$ cat config.mk
export PLATFORM = sky130hd
export DESIGN_NAME = segmented_led_pixel_buffer
export DESIGN_NICKNAME = d
export VERILOG_FILES = /design/src/sv/slpb_pkg.sv /design/src/sv/slpb_store.sv /design/src/sv/segmented_led_pixel_buffer.sv
export SDC_FILE = /design/constraint.sdc
export NUM_CORES = 2
export LEC_CHECK = 0
export BUFFER_PORTS_ARGS = -buffer_cell sky130_fd_sc_hd__buf_2
export CAP_MARGIN = 20
export CORE_ASPECT_RATIO = 1.2
export CORE_MARGIN = 4
export CORE_UTILIZATION = 35
export CTS_BUF_LIST = sky130_fd_sc_hd__clkbuf_4 sky130_fd_sc_hd__clkbuf_8 sky130_fd_sc_hd__clkbuf_16
export DETAILED_ROUTE_END_ITERATION = 7
export PLACE_DENSITY = 0.61
export SLEW_MARGIN = 40
export SYNTH_ARGS = -nofsm -noshare
export SYNTH_HDL_FRONTEND = slang
export SYNTH_SLANG_ARGS = --single-unit
$ cat constraint.sdc
create_clock -name clk -period 10.2 [get_ports clk]
set_input_delay 0.51 -clock clk [delete_from_list [all_inputs] [get_ports clk]]
set_output_delay 0.51 -clock clk [all_outputs]
set_load 0.02 [all_outputs]
$ cat src/sv/slpb_pkg.sv
// ----------------------------------------------------------------------------
// slpb_pkg
// shared types, constants and the control store of the segmented pixel buffer
// ----------------------------------------------------------------------------
package slpb_pkg;

  // sizing
  localparam int MAX_NODES  = 16;
  localparam int MAX_LEDS   = 8;
  localparam int COLOR_BITS = 32;
  localparam int DEPTH      = MAX_NODES * MAX_LEDS;

  localparam int NODE_W = 4;                        // node_sel field
  localparam int POS_W  = 3;                        // led_pos field
  localparam int CNT_W  = $clog2(MAX_LEDS + 1);     // pixel count, cursor, index
  localparam int NN_W   = $clog2(MAX_NODES + 1);    // node count
  localparam int ADDR_W = $clog2(DEPTH);
  localparam int PC_W   = 6;

  // port payload widths
  localparam int IN_DATA_W  = 72;
  localparam int IN_USER_W  = 3;
  localparam int OUT_DATA_W = 32;
  localparam int OUT_USER_W = 2;
  localparam int CFG_ADDR_W = 1;
  localparam int CFG_DATA_W = 5;

  typedef logic [COLOR_BITS-1:0] color_t;
  typedef logic [ADDR_W-1:0]     addr_t;
  typedef logic [NODE_W-1:0]     node_t;
  typedef logic [POS_W-1:0]      pos_t;
  typedef logic [CNT_W-1:0]      cnt_t;
  typedef logic [NN_W-1:0]       nn_t;
  typedef logic [PC_W-1:0]       pc_t;

  // command kinds
  typedef enum logic [2:0] {
    K_SET      = 3'd0,
    K_PUSH     = 3'd1,
    K_POP      = 3'd2,
    K_FILL     = 3'd3,
    K_FILL_ALL = 3'd4,
    K_LIST     = 3'd5,
    K_READ     = 3'd6
  } kind_e;

  typedef enum logic [1:0] {
    ST_DONE     = 2'd0,
    ST_BAD_NODE = 2'd1,
    ST_BAD_POS  = 2'd2
  } status_e;

  typedef enum logic [CFG_ADDR_W-1:0] {
    REG_NODE_TOTAL = 1'b0,
    REG_LEDS       = 1'b1
  } cfg_reg_e;

  // jump conditions
  typedef enum logic [3:0] {
    C_NEXT,
    C_ALWAYS,
    C_NO_REQ,
    C_KIND,
    C_BAD_NODE,
    C_BAD_POS,
    C_NL_ZERO,
    C_CNT_MORE,
    C_CUR_FULL,
    C_NO_PAD,
    C_IDX_END,
    C_IDX_MORE,
    C_NODE_LAST,
    C_OUT_BUSY
  } cond_e;

  typedef enum logic [2:0] {
    IDX_HOLD, IDX_ZERO, IDX_POS, IDX_START, IDX_STEP, IDX_INC, IDX_CURSOR
  } idx_op_e;

  typedef enum logic {WA_IDX, WA_PREV} wa_sel_e;
  typedef enum logic [1:0] {WD_COLOR, WD_PAD, WD_CARRY} wd_sel_e;
  typedef enum logic [1:0] {CARRY_HOLD, CARRY_COLOR, CARRY_RDATA} carry_op_e;
  typedef enum logic [1:0] {CNT_HOLD, CNT_NL, CNT_DEC} cnt_op_e;
  typedef enum logic [1:0] {NODE_HOLD, NODE_ZERO, NODE_INC, NODE_LIST} node_op_e;
  typedef enum logic [1:0] {CUR_HOLD, CUR_INC, CUR_CLR_LAST} cursor_op_e;
  typedef enum logic [1:0] {RDV_HOLD, RDV_RDATA, RDV_POP} rdv_op_e;
  typedef enum logic [1:0] {ST_HOLD, ST_SET_NODE, ST_SET_POS} st_op_e;

  // one control word
  typedef struct packed {
    cond_e      cond;
    pc_t        target;
    logic       ret;
    idx_op_e    idx_op;
    logic       rd_en;
    logic       wr_en;
    wa_sel_e    wa_sel;
    wd_sel_e    wd_sel;
    carry_op_e  carry_op;
    cnt_op_e    cnt_op;
    node_op_e   node_op;
    cursor_op_e cursor_op;
    rdv_op_e    rdv_op;
    st_op_e     st_op;
    logic       out_load;
  } ctl_t;

  // program steps
  localparam pc_t PC_FETCH    = pc_t'(0);
  localparam pc_t PC_DISPATCH = pc_t'(1);
  localparam pc_t PC_SET_NODE = pc_t'(2);
  localparam pc_t PC_SET_POS  = pc_t'(3);
  localparam pc_t PC_SET_WR   = pc_t'(4);
  localparam pc_t PC_RD_NODE  = pc_t'(5);
  localparam pc_t PC_RD_POS   = pc_t'(6);
  localparam pc_t PC_RD_TAKE  = pc_t'(7);
  localparam pc_t PC_SH_NODE  = pc_t'(8);
  localparam pc_t PC_SH_INIT  = pc_t'(9);
  localparam pc_t PC_SH_PRIME = pc_t'(10);
  localparam pc_t PC_SH_LOOP  = pc_t'(11);
  localparam pc_t PC_SH_END   = pc_t'(12);
  localparam pc_t PC_FN_NODE  = pc_t'(13);
  localparam pc_t PC_FN_INIT  = pc_t'(14);
  localparam pc_t PC_FN_LOOP  = pc_t'(15);
  localparam pc_t PC_FN_END   = pc_t'(16);
  localparam pc_t PC_FA_INIT  = pc_t'(17);
  localparam pc_t PC_FA_CHK   = pc_t'(18);
  localparam pc_t PC_FA_LOOP  = pc_t'(19);
  localparam pc_t PC_FA_NEXT  = pc_t'(20);
  localparam pc_t PC_FA_BACK  = pc_t'(21);
  localparam pc_t PC_LS_NODE  = pc_t'(22);
  localparam pc_t PC_LS_CHK   = pc_t'(23);
  localparam pc_t PC_LS_CUR   = pc_t'(24);
  localparam pc_t PC_LS_WR    = pc_t'(25);
  localparam pc_t PC_LS_PADQ  = pc_t'(26);
  localparam pc_t PC_LS_PADE  = pc_t'(27);
  localparam pc_t PC_LS_PAD   = pc_t'(28);
  localparam pc_t PC_LS_END   = pc_t'(29);
  localparam pc_t PC_LS_BAD   = pc_t'(30);
  localparam pc_t PC_BADN     = pc_t'(31);
  localparam pc_t PC_BADP     = pc_t'(32);
  localparam pc_t PC_FIN      = pc_t'(33);

  localparam ctl_t CTL_NOP = '{
    cond: C_NEXT, target: PC_FETCH, ret: 1'b0, idx_op: IDX_HOLD, rd_en: 1'b0,
    wr_en: 1'b0, wa_sel: WA_IDX, wd_sel: WD_COLOR, carry_op: CARRY_HOLD,
    cnt_op: CNT_HOLD, node_op: NODE_HOLD, cursor_op: CUR_HOLD, rdv_op: RDV_HOLD,
    st_op: ST_HOLD, out_load: 1'b0
  };

  function automatic addr_t slot_addr(node_t node, pos_t pos);
    slot_addr = addr_t'(ADDR_W'(node) * ADDR_W'(MAX_LEDS) + ADDR_W'(pos));
  endfunction

  // entry step of each command
  function automatic pc_t kind_entry(logic [2:0] kind);
    pc_t e;
    unique case (kind)
      K_SET:            e = PC_SET_NODE;
      K_PUSH, K_POP:    e = PC_SH_NODE;
      K_FILL:           e = PC_FN_NODE;
      K_FILL_ALL:       e = PC_FA_INIT;
      K_LIST:           e = PC_LS_NODE;
      K_READ:           e = PC_RD_NODE;
      default:          e = PC_FIN;
    endcase
    kind_entry = e;
  endfunction

  // control store
  function automatic ctl_t ucode(pc_t pc);
    ctl_t c;
    c = CTL_NOP;
    unique case (pc)
      PC_FETCH: begin
        c.cond = C_NO_REQ; c.target = PC_FETCH;
      end
      PC_DISPATCH: begin
        c.cond = C_KIND; c.idx_op = IDX_POS;
      end
      // set pixel
      PC_SET_NODE: begin c.cond = C_BAD_NODE; c.target = PC_BADN; end
      PC_SET_POS:  begin c.cond = C_BAD_POS;  c.target = PC_BADP; end
      PC_SET_WR: begin
        c.wr_en = 1'b1; c.wa_sel = WA_IDX; c.wd_sel = WD_COLOR;
        c.cond = C_ALWAYS; c.target = PC_FIN;
      end
      // read pixel
      PC_RD_NODE: begin c.cond = C_BAD_NODE; c.target = PC_BADN; end
      PC_RD_POS: begin
        c.cond = C_BAD_POS; c.target = PC_BADP; c.rd_en = 1'b1;
      end
      PC_RD_TAKE: begin
        c.rdv_op = RDV_RDATA; c.cond = C_ALWAYS; c.target = PC_FIN;
      end
      // push / pop: carry walk through the segment
      PC_SH_NODE: begin c.cond = C_BAD_NODE; c.target = PC_BADN; end
      PC_SH_INIT: begin
        c.cond = C_NL_ZERO; c.target = PC_FIN; c.idx_op = IDX_START;
        c.carry_op = CARRY_COLOR; c.cnt_op = CNT_NL;
      end
      PC_SH_PRIME: begin
        c.rd_en = 1'b1; c.idx_op = IDX_STEP;
      end
      PC_SH_LOOP: begin
        c.wr_en = 1'b1; c.wa_sel = WA_PREV; c.wd_sel = WD_CARRY;
        c.carry_op = CARRY_RDATA; c.rd_en = 1'b1; c.idx_op = IDX_STEP;
        c.cnt_op = CNT_DEC; c.cond = C_CNT_MORE; c.target = PC_SH_LOOP;
      end
      PC_SH_END: begin
        c.rdv_op = RDV_POP; c.cond = C_ALWAYS; c.target = PC_FIN;
      end
      // fill one segment
      PC_FN_NODE: begin c.cond = C_BAD_NODE; c.target = PC_BADN; end
      PC_FN_INIT: begin
        c.cond = C_NL_ZERO; c.target = PC_FIN; c.idx_op = IDX_ZERO; c.cnt_op = CNT_NL;
      end
      PC_FN_LOOP: begin
        c.wr_en = 1'b1; c.wa_sel = WA_IDX; c.wd_sel = WD_COLOR; c.idx_op = IDX_INC;
        c.cnt_op = CNT_DEC; c.cond = C_CNT_MORE; c.target = PC_FN_LOOP;
      end
      PC_FN_END: begin c.cond = C_ALWAYS; c.target = PC_FIN; end
      // fill every segment in use
      PC_FA_INIT: begin
        c.node_op = NODE_ZERO; c.idx_op = IDX_ZERO; c.cnt_op = CNT_NL;
        c.cond = C_NL_ZERO; c.target = PC_FIN;
      end
      PC_FA_CHK: begin c.cond = C_BAD_NODE; c.target = PC_FIN; end
      PC_FA_LOOP: begin
        c.wr_en = 1'b1; c.wa_sel = WA_IDX; c.wd_sel = WD_COLOR; c.idx_op = IDX_INC;
        c.cnt_op = CNT_DEC; c.cond = C_CNT_MORE; c.target = PC_FA_LOOP;
      end
      PC_FA_NEXT: begin
        c.node_op = NODE_INC; c.idx_op = IDX_ZERO; c.cnt_op = CNT_NL;
        c.cond = C_NODE_LAST; c.target = PC_FIN;
      end
      PC_FA_BACK: begin c.cond = C_ALWAYS; c.target = PC_FA_LOOP; end
      // list element
      PC_LS_NODE: begin c.node_op = NODE_LIST; end
      PC_LS_CHK:  begin c.cond = C_BAD_NODE; c.target = PC_LS_BAD; end
      PC_LS_CUR: begin
        c.idx_op = IDX_CURSOR; c.cond = C_CUR_FULL; c.target = PC_LS_PADQ;
      end
      PC_LS_WR: begin
        c.wr_en = 1'b1; c.wa_sel = WA_IDX; c.wd_sel = WD_COLOR;
        c.idx_op = IDX_INC; c.cursor_op = CUR_INC;
      end
      PC_LS_PADQ: begin c.cond = C_NO_PAD;  c.target = PC_LS_END; end
      PC_LS_PADE: begin c.cond = C_IDX_END; c.target = PC_LS_END; end
      PC_LS_PAD: begin
        c.wr_en = 1'b1; c.wa_sel = WA_IDX; c.wd_sel = WD_PAD; c.idx_op = IDX_INC;
        c.cond = C_IDX_MORE; c.target = PC_LS_PAD;
      end
      PC_LS_END: begin
        c.cursor_op = CUR_CLR_LAST; c.cond = C_ALWAYS; c.target = PC_FIN;
      end
      PC_LS_BAD: begin
        c.st_op = ST_SET_NODE; c.cursor_op = CUR_CLR_LAST;
        c.cond = C_ALWAYS; c.target = PC_FIN;
      end
      // error results
      PC_BADN: begin c.st_op = ST_SET_NODE; c.cond = C_ALWAYS; c.target = PC_FIN; end
      PC_BADP: begin c.st_op = ST_SET_POS;  c.cond = C_ALWAYS; c.target = PC_FIN; end
      // hand the result to the output register
      PC_FIN: begin
        c.cond = C_OUT_BUSY; c.target = PC_FIN; c.out_load = 1'b1; c.ret = 1'b1;
      end
      default: begin c.cond = C_ALWAYS; c.target = PC_FETCH; end
    endcase
    ucode = c;
  endfunction

endpackage

$ cat src/sv/slpb_store.sv
// ----------------------------------------------------------------------------
// slpb_store
// pixel store: one write and one registered read per cycle, cleared at reset
// through per-entry valid bits
// ----------------------------------------------------------------------------
module slpb_store (
  input  logic            clk,
  input  logic            rst_n,
  input  logic            wr_en,
  input  slpb_pkg::addr_t waddr,
  input  slpb_pkg::color_t wdata,
  input  logic            rd_en,
  input  slpb_pkg::addr_t raddr,
  output slpb_pkg::color_t rdata
);
  import slpb_pkg::*;

  color_t           mem_r [DEPTH];
  logic [DEPTH-1:0] valid_r;
  color_t           q_r;
  logic             q_valid_r;

  always_ff @(posedge clk) begin
    if (!rst_n) begin
      valid_r   <= '0;
      q_valid_r <= 1'b0;
    end else begin
      if (wr_en) valid_r[waddr] <= 1'b1;
      if (rd_en) q_valid_r <= valid_r[raddr];
    end
  end

  always_ff @(posedge clk) begin
    if (wr_en) mem_r[waddr] <= wdata;
    if (rd_en) q_r <= mem_r[raddr];
  end

  // never-written entries read as zero
  assign rdata = q_valid_r ? q_r : '0;

endmodule

$ cat src/sv/segmented_led_pixel_buffer.sv
// ----------------------------------------------------------------------------
// segmented_led_pixel_buffer
// pixel colour buffer split into equal node segments, driven by a small
// microprogram: set, push, pop, fill, fill all, list stream and read
// ----------------------------------------------------------------------------
//
//  channel | dir | handshake           | payload
//  --------+-----+---------------------+-----------------------------------------
//  in_     | in  | in_tvalid/in_tready | tdata node,pos,colour,pad,pad_en;
//          |     |                     | tuser kind; tlast list end
//  out_    | out | out_tvalid/out_tready | tdata read colour; tuser status
//  cfg_    | in  | cfg_we              | cfg_addr register index, cfg_wdata value
//
//  one request at a time; the microprogram runs from dispatch to the result
//  step of each command
//  the push/pop walk reads one pixel and writes the previous one per cycle
//  through the single-write store
//  reset (rst_n low, synchronous) marks every pixel as zero at once
//  a result waits in the output register; the program stalls at its last
//  step while that register is still full
//
module segmented_led_pixel_buffer (
  input  logic                               clk,
  input  logic                               rst_n,
  // request channel
  input  logic                               in_tvalid,
  output logic                               in_tready,
  // node_sel[3:0], led_pos[6:4], pixel_color[38:7], pad_color[70:39],
  // pad_enable[71]
  input  logic [slpb_pkg::IN_DATA_W-1:0]     in_tdata,
  // kind[2:0]
  input  logic [slpb_pkg::IN_USER_W-1:0]     in_tuser,
  input  logic                               in_tlast,
  // result channel
  output logic                               out_tvalid,
  input  logic                               out_tready,
  // read_color[31:0]
  output logic [slpb_pkg::OUT_DATA_W-1:0]    out_tdata,
  // status[1:0]
  output logic [slpb_pkg::OUT_USER_W-1:0]    out_tuser,
  // configuration writes
  input  logic                               cfg_we,
  input  logic [slpb_pkg::CFG_ADDR_W-1:0]    cfg_addr,
  input  logic [slpb_pkg::CFG_DATA_W-1:0]    cfg_wdata
);
  import slpb_pkg::*;

  // sequencer
  pc_t   pc_r, pc_nxt;
  ctl_t  ctl;
  logic  cond_true;

  // latched request
  logic [2:0] kind_r;
  node_t      node_r, node_nxt;
  pos_t       pos_r;
  color_t     color_r;
  color_t     pad_r;
  logic       pad_en_r;
  logic       last_r;

  // walk datapath
  cnt_t   idx_r, idx_nxt;
  cnt_t   idx_d_r;
  cnt_t   cnt_r, cnt_nxt;
  color_t carry_r, carry_nxt;
  color_t read_r, read_nxt;
  status_e status_r, status_nxt;

  // list state and configuration
  cnt_t  cursor_r, cursor_nxt;
  node_t list_node_r, list_node_nxt;
  nn_t   node_total_r;
  cnt_t  leds_r;
  nn_t   nn;
  cnt_t  nl;
  node_t list_sel;

  // output register
  logic    out_valid_r;
  color_t  out_data_r;
  status_e out_status_r;
  logic    out_busy;
  logic    out_load;

  // store port
  logic   st_wr_en;
  addr_t  st_waddr;
  color_t st_wdata;
  addr_t  st_raddr;
  color_t st_rdata;
  cnt_t   wpos;

  logic accept;

  assign in_tready = (pc_r == PC_FETCH);
  assign accept    = in_tvalid && in_tready;
  assign out_busy  = out_valid_r && !out_tready;
  assign ctl       = ucode(pc_r);
  assign out_load  = ctl.out_load && !out_busy;

  // effective sizes, larger settings saturate
  assign nn = (node_total_r > nn_t'(MAX_NODES)) ? nn_t'(MAX_NODES) : node_total_r;
  assign nl = (leds_r > cnt_t'(MAX_LEDS)) ? cnt_t'(MAX_LEDS) : leds_r;

  // first element of a list picks the segment, later ones follow it
  assign list_sel = (cursor_r == '0) ? node_r : list_node_r;

  // jump condition
  always_comb begin
    unique case (ctl.cond)
      C_NEXT:      cond_true = 1'b0;
      C_ALWAYS:    cond_true = 1'b1;
      C_NO_REQ:    cond_true = !accept;
      C_KIND:      cond_true = 1'b1;
      C_BAD_NODE:  cond_true = nn_t'(node_r) >= nn;
      C_BAD_POS:   cond_true = cnt_t'(pos_r) >= nl;
      C_NL_ZERO:   cond_true = (nl == '0);
      C_CNT_MORE:  cond_true = cnt_r > cnt_t'(1);
      C_CUR_FULL:  cond_true = cursor_r >= nl;
      C_NO_PAD:    cond_true = !(last_r && pad_en_r);
      C_IDX_END:   cond_true = idx_r >= nl;
      C_IDX_MORE:  cond_true = (nn_t'(idx_r) + nn_t'(1)) < nn_t'(nl);
      C_NODE_LAST: cond_true = (nn_t'(node_r) + nn_t'(1)) >= nn;
      C_OUT_BUSY:  cond_true = out_busy;
      default:     cond_true = 1'b0;
    endcase
  end

  always_comb begin
    if (cond_true) begin
      pc_nxt = (ctl.cond == C_KIND) ? kind_entry(kind_r) : ctl.target;
    end else if (ctl.ret) begin
      pc_nxt = PC_FETCH;
    end else begin
      pc_nxt = pc_r + pc_t'(1);
    end
  end

  // walk index: push runs up from the front, pop runs down from the end
  always_comb begin
    unique case (ctl.idx_op)
      IDX_HOLD:   idx_nxt = idx_r;
      IDX_ZERO:   idx_nxt = '0;
      IDX_POS:    idx_nxt = cnt_t'(pos_r);
      IDX_START:  idx_nxt = (kind_r == K_POP) ? nl - cnt_t'(1) : '0;
      IDX_STEP:   idx_nxt = (kind_r == K_POP) ? idx_r - cnt_t'(1) : idx_r + cnt_t'(1);
      IDX_INC:    idx_nxt = idx_r + cnt_t'(1);
      IDX_CURSOR: idx_nxt = cursor_r;
      default:    idx_nxt = idx_r;
    endcase
  end

  always_comb begin
    unique case (ctl.cnt_op)
      CNT_HOLD: cnt_nxt = cnt_r;
      CNT_NL:   cnt_nxt = nl;
      CNT_DEC:  cnt_nxt = cnt_r - cnt_t'(1);
      default:  cnt_nxt = cnt_r;
    endcase
  end

  always_comb begin
    unique case (ctl.carry_op)
      CARRY_HOLD:  carry_nxt = carry_r;
      CARRY_COLOR: carry_nxt = color_r;
      CARRY_RDATA: carry_nxt = st_rdata;
      default:     carry_nxt = carry_r;
    endcase
  end

  always_comb begin
    list_node_nxt = list_node_r;
    if (accept) begin
      node_nxt = in_tdata[NODE_W-1:0];
    end else begin
      unique case (ctl.node_op)
        NODE_HOLD: node_nxt = node_r;
        NODE_ZERO: node_nxt = '0;
        NODE_INC:  node_nxt = node_r + node_t'(1);
        NODE_LIST: begin
          node_nxt      = list_sel;
          list_node_nxt = list_sel;
        end
        default:   node_nxt = node_r;
      endcase
    end
  end

  always_comb begin
    unique case (ctl.cursor_op)
      CUR_HOLD:     cursor_nxt = cursor_r;
      CUR_INC:      cursor_nxt = cursor_r + cnt_t'(1);
      CUR_CLR_LAST: cursor_nxt = last_r ? '0 : cursor_r;
      default:      cursor_nxt = cursor_r;
    endcase
  end

  // result value and status, cleared as each request comes in
  always_comb begin
    read_nxt   = read_r;
    status_nxt = status_r;
    if (accept) begin
      read_nxt   = '0;
      status_nxt = ST_DONE;
    end else begin
      unique case (ctl.rdv_op)
        RDV_HOLD:  read_nxt = read_r;
        RDV_RDATA: read_nxt = st_rdata;
        RDV_POP:   read_nxt = (kind_r == K_POP) ? carry_r : read_r;
        default:   read_nxt = read_r;
      endcase
      unique case (ctl.st_op)
        ST_HOLD:     status_nxt = status_r;
        ST_SET_NODE: status_nxt = ST_BAD_NODE;
        ST_SET_POS:  status_nxt = ST_BAD_POS;
        default:     status_nxt = status_r;
      endcase
    end
  end

  // store addressing: walk writes trail the read by one step
  assign wpos     = (ctl.wa_sel == WA_PREV) ? idx_d_r : idx_r;
  assign st_wr_en = ctl.wr_en;
  assign st_waddr = slot_addr(node_r, wpos[POS_W-1:0]);
  assign st_raddr = slot_addr(node_r, idx_r[POS_W-1:0]);

  always_comb begin
    unique case (ctl.wd_sel)
      WD_COLOR: st_wdata = color_r;
      WD_PAD:   st_wdata = pad_r;
      WD_CARRY: st_wdata = carry_r;
      default:  st_wdata = color_r;
    endcase
  end

  slpb_store u_store (
    .clk   (clk),
    .rst_n (rst_n),
    .wr_en (st_wr_en),
    .waddr (st_waddr),
    .wdata (st_wdata),
    .rd_en (ctl.rd_en),
    .raddr (st_raddr),
    .rdata (st_rdata)
  );

  // control state
  always_ff @(posedge clk) begin
    if (!rst_n) begin
      pc_r         <= PC_FETCH;
      cursor_r     <= '0;
      list_node_r  <= '0;
      node_total_r <= nn_t'(MAX_NODES);
      leds_r       <= cnt_t'(MAX_LEDS);
      out_valid_r  <= 1'b0;
    end else begin
      pc_r        <= pc_nxt;
      cursor_r    <= cursor_nxt;
      list_node_r <= list_node_nxt;
      if (cfg_we) begin
        unique case (cfg_reg_e'(cfg_addr))
          REG_NODE_TOTAL: node_total_r <= cfg_wdata[NN_W-1:0];
          REG_LEDS:       leds_r       <= cfg_wdata[CNT_W-1:0];
        endcase
      end
      if (out_load)        out_valid_r <= 1'b1;
      else if (out_tready) out_valid_r <= 1'b0;
    end
  end

  // payload
  always_ff @(posedge clk) begin
    if (accept) begin
      kind_r   <= in_tuser;
      pos_r    <= in_tdata[NODE_W +: POS_W];
      color_r  <= in_tdata[NODE_W + POS_W +: COLOR_BITS];
      pad_r    <= in_tdata[NODE_W + POS_W + COLOR_BITS +: COLOR_BITS];
      pad_en_r <= in_tdata[NODE_W + POS_W + 2 * COLOR_BITS];
      last_r   <= in_tlast;
    end
    node_r   <= node_nxt;
    idx_r    <= idx_nxt;
    idx_d_r  <= idx_r;
    cnt_r    <= cnt_nxt;
    carry_r  <= carry_nxt;
    read_r   <= read_nxt;
    status_r <= status_nxt;
    if (out_load) begin
      out_data_r   <= read_r;
      out_status_r <= status_r;
    end
  end

  assign out_tvalid = out_valid_r;
  assign out_tdata  = OUT_DATA_W'(out_data_r);
  assign out_tuser  = out_status_r;

`ifndef SYNTHESIS
  // every write stays inside the segment's pixels in use
  a_write_in_segment: assert property (@(posedge clk) disable iff (!rst_n)
    st_wr_en |-> wpos < nl)
    else $error("store write outside segment");

  // the walk never reads the word it is writing
  a_no_rw_collision: assert property (@(posedge clk) disable iff (!rst_n)
    (st_wr_en && ctl.rd_en) |-> st_waddr != st_raddr)
    else $error("store read and write collide");

  // list cursor never passes a full segment
  a_cursor_bound: assert property (@(posedge clk) disable iff (!rst_n)
    cursor_r <= cnt_t'(MAX_LEDS))
    else $error("list cursor out of range");

  // handing over a result ends the program
  a_load_returns: assert property (@(posedge clk) disable iff (!rst_n)
    out_load |=> pc_r == PC_FETCH)
    else $error("result loaded without return to fetch");
`endif

endmodule
==> run summary <==
status -> finished, violations left
violated checks -> DRC
worst IR drop on VDD -> 0.3158 mV
Wirelength per Cell -> 32.26 um
Final period util -> 0.5654
sum of internal, switching and leakage power -> 0.05402 W
CP max-delay cell -> a211oi_2
worst flop-to-flop path startpoint -> idx_r[0]
post-synthesis async set-or-reset flop share -> 0
area taken by flip-flops and latches -> 132300 um^2
global-route wire length before repair -> 719.0 mm
Finished Cell Area -> 200000 um^2
largest stage delay on the critical path -> 930 ps
maximum level of the CTS H-tree -> 5
sequential share of the synthesized area -> 0.7629
layout cell share with drive strength beyond 1 -> 0.2408
final number of max-transition violations -> 0
number of warnings printed during yosys synthesis -> 0
clock transition at the register clock pins on the worst setup and hold paths after CTS -> 80 ps
count of endpoints failing setup in the final report -> 0
maximum clock frequency -> 173.4 MHz
crit-path cells -> buf_4, buf_12, buf_12, buf_4, mux4_2, mux4_2, nand2_1, o31ai_1, a211oi_2, a21oi_1
flip-flop cell with the highest count after synthesis -> edfxtp_1
count of buffers inserted at the top-level ports -> 122
clock root buffer master -> clkbuf_16
Setup WS pre-CTS -> 4532 ps
Finished Core Util -> 0.4061
area added between synthesis and finish -> 15.38%
type of destination of the critical path -> flip-flop
setup repair after global routing missed its margin -> no
Final min period -> 5767 ps
Post-Route Skew -> 50.52 ps
class of the tightest hold or removal check -> in2reg
CTS tree -> done
count of different cell masters after synthesis -> 74
Worst-Skew Late Latency -> 960 ps
Slew @ Worst Pin -> 1025 ps
die width -> 650.5 um
total track usage -> 0.1985
# Max-Cap Violations -> 0
row cnt -> 282
synthesized netlist cell count -> 8625
Syn Std Cell Area -> 173400 um^2
standby leakage power -> 62.82 nW
antenna violations before repair -> 34
post-route setup TNS -> 0 ps
ANT nets after route -> 0
DRC violations left -> 1
path type of the worst setup path -> reg2reg
Placed Area -> 185200 um^2
number of primary I/O pins -> 123
via density per instance -> 5.777
Yosys reg bits -> 4468
Worst EP required -> 10820 ps
cell family contributing the most delay on the critical path -> buffers and inverters
arrival time worst endpoint -> 6390 ps
largest area contributor in the synthesized netlist -> edfxtp_1
top post-synthesis cells by area -> edfxtp_1 74%, mux4_2 11%, mux2i_1 3.8%
number of flops mapped to enable cells by yosys -> 4278
nets in the synthesized netlist -> 8756
worst setup path startpoint -> idx_r[0]
maximum number of buffers from clock root to sink -> 4
pin count of the biggest net entering global routing -> 114
Clock power frac -> 0.287
net switching component of the power -> 0.01798 W
fill count -> 42900
start point of the worst hold path -> in_tvalid
tightest slew margin relative to the limit -> 0.3157
Hold Fails Final Rpt -> 0
overall via count from detail_route -> 92390
startpoint kind of the worst setup timing path -> flip-flop
critical-path maximum fanout -> 92
aggregate global routing overflow -> 0
PwrDens -> 270.0 nW/um^2
fraction of power spent switching nets -> 0.3329
total core area -> 492600 um^2
Initial Utilization -> 0.3520
final WL -> 515.9 mm
die height -> 779.0 um
starting DRC count in detailed routing -> 12860
P_int -> 0.03604 W
share of Yosys cell area claimed by the top area cell type -> 0.7410
total area of multi-input combinational cells -> 39860 um^2
Post-Synthesis Mean Instance Area -> 20.10 um^2
buffers inserted during post-CTS setup optimization -> 0
final HPWL from detailed placement -> 283.2 mm
part of the power in combinational logic -> 0.313
sequential fraction of design power -> 0.400
DIE AREA -> 506700 um^2
clock sink count -> 4468
least setup slack across all paths after layout -> 4433 ps
detailed-router iteration count before antenna repair -> 8
# nets final -> 9231
number of CTS-inserted buffers -> 399
vias in the first global route -> 91460
global placer's final weighted congestion -> 0.8385
WP buf/inv -> 4
-- worst register-to-register path: stages, from the launching register on --
cell      delay [ps]
edfxtp_1         680
buf_4            530
buf_12           560
buf_12           860
buf_4            500
mux4_2           550
mux4_2           480
nand2_1           90
o31ai_1          170
a211oi_2         930
a21oi_1          100
-- final timing paths --
| path | to | slack, ps | depth (start not counted) |
|---|---|---|---|
| worst min-delay path | read_r[3] | 140 | 3 |
| worst max-delay path | u_store.q_r[13] | 4430 | 10 |
| worst min register to register | out_tdata[29] | 430 | 0 |
| worst max register to register | u_store.q_r[13] | 4430 | 10 |
-- synthesized netlist by cell type, types with 4 or more instances --
| cell | n |
|---|---|
| mux2_2 | 10 |
| dfxtp_1 | 190 |
| nor2_1 | 279 |
| a21oi_1 | 209 |
| buf_6 | 38 |
| o21ai_0 | 230 |
| o21a_1 | 131 |
| xnor2_1 | 8 |
| nor2b_1 | 28 |
| a211o_1 | 5 |
| a32oi_1 | 4 |
| inv_1 | 53 |
| mux4_2 | 834 |
| edfxtp_1 | 4278 |
| o221a_2 | 6 |
| nand4b_1 | 4 |
| a21o_1 | 33 |
| mux2i_1 | 664 |
| clkbuf_1 | 255 |
| nand2b_1 | 21 |
| a31oi_1 | 19 |
| nor3b_1 | 6 |
| and2_1 | 10 |
| nand3_1 | 150 |
| nand2_1 | 179 |
| ha_1 | 44 |
| a211oi_1 | 25 |
| o311ai_0 | 14 |
| o31ai_1 | 21 |
| xor2_1 | 12 |
| and3_1 | 13 |
| or3_1 | 7 |
| buf_4 | 80 |
| a22oi_1 | 7 |
| or2_2 | 7 |
| nor3_1 | 30 |
| a21boi_0 | 6 |
| nand3b_1 | 4 |
| o211ai_1 | 7 |
| o221ai_1 | 282 |
| buf_1 | 50 |
| buf_2 | 106 |
| a221oi_1 | 35 |
| o22ai_1 | 181 |
-- stage by stage --
step / hold slack (ps) / std cells
after floorplan: 403.0 / 8625
after global placement: 417.1 / 15050
after detailed placement: 414.0 / 15120
after CTS: 66.74 / 15930
after global routing: 160.3 / 15980
final: 140.9 / 15990
-- flip-flops by register name, summed over array words and instances (netlist names), 32 cells and up --
name / cells
pad_r: 32
u_store.valid_r: 128
u_store.q_r: 32
u_store.mem_r: 4096
out_tdata: 32
read_r: 32
carry_r: 32
color_r: 32
-- cell families after synthesis --
logic type	share of synthesized area
AND/OR/NAND/NOR	0.01985
XOR/XNOR	0.001010
adder cells (fa/ha/maj)	0.003175
buffers and inverters	0.01681
AO/OA/AOI/OAI	0.04891
flip-flops	0.7629
multiplexers	0.1473
-- what timing repair did --
item,CTS,global route
hold buffers,90,0
resized for setup,0,0
endpoints found under the hold margin,86,0
-- per-layer routing --
metal | vias to the layer above | track usage | part of all wire
li1 | 36910 | - | -
met5 | - | 0 | 0.000062
met1 | 49350 | 0.2564 | 0.37
met3 | 937 | 0.03423 | 0.095
met4 | 4 | 0.08935 | 0.049
met2 | 5182 | 0.3291 | 0.49
-- power by group through the flow --
stage	combinational (W)	clock [W]	sequential (W)
final	0.0169	0.0155	0.0216
after global routing	0.0175	0.0164	0.0216
after CTS	0.0167	0.0157	0.0216
after detailed placement	0.0166	0	0.0220
after global placement	0.0163	0	0.0220
after floorplan	0.00978	0	0.0222
-- cell type report --
| cell class | instances | area share |
|---|---|---|
| Timing Repair Buffer | 603 | 0.03033 |
| Clock inverter | 227 | 0.01203 |
| Tap cell | 6532 | 0.04086 |
| Antenna cell | 39 | 0.0004879 |
| Clock buffer | 494 | 0.05464 |
| Inverter | 56 | 0.001151 |
| Multi-Input combinational cell | 3572 | 0.1993 |
| Sequential cell | 4468 | 0.6612 |
-- layout by cell type, fill, tap and decap left out, types with 70 or more instances in the layout --
master            n
edfxtp_1       4278
mux2i_1         664
o21ai_0         216
o22ai_1         181
a21oi_1         167
nor2_4          129
dfxtp_1         187
nand2_1         170
nand3_1         150
clkbuf_16       408
o221ai_1        282
mux4_2          834
buf_2           122
buf_4           254
dlygate4sd3_1    90
nor2_1          147
clkinv_2         70
clkbuf_4         74
o21a_1          131
(Power assumes the default switching activity.)
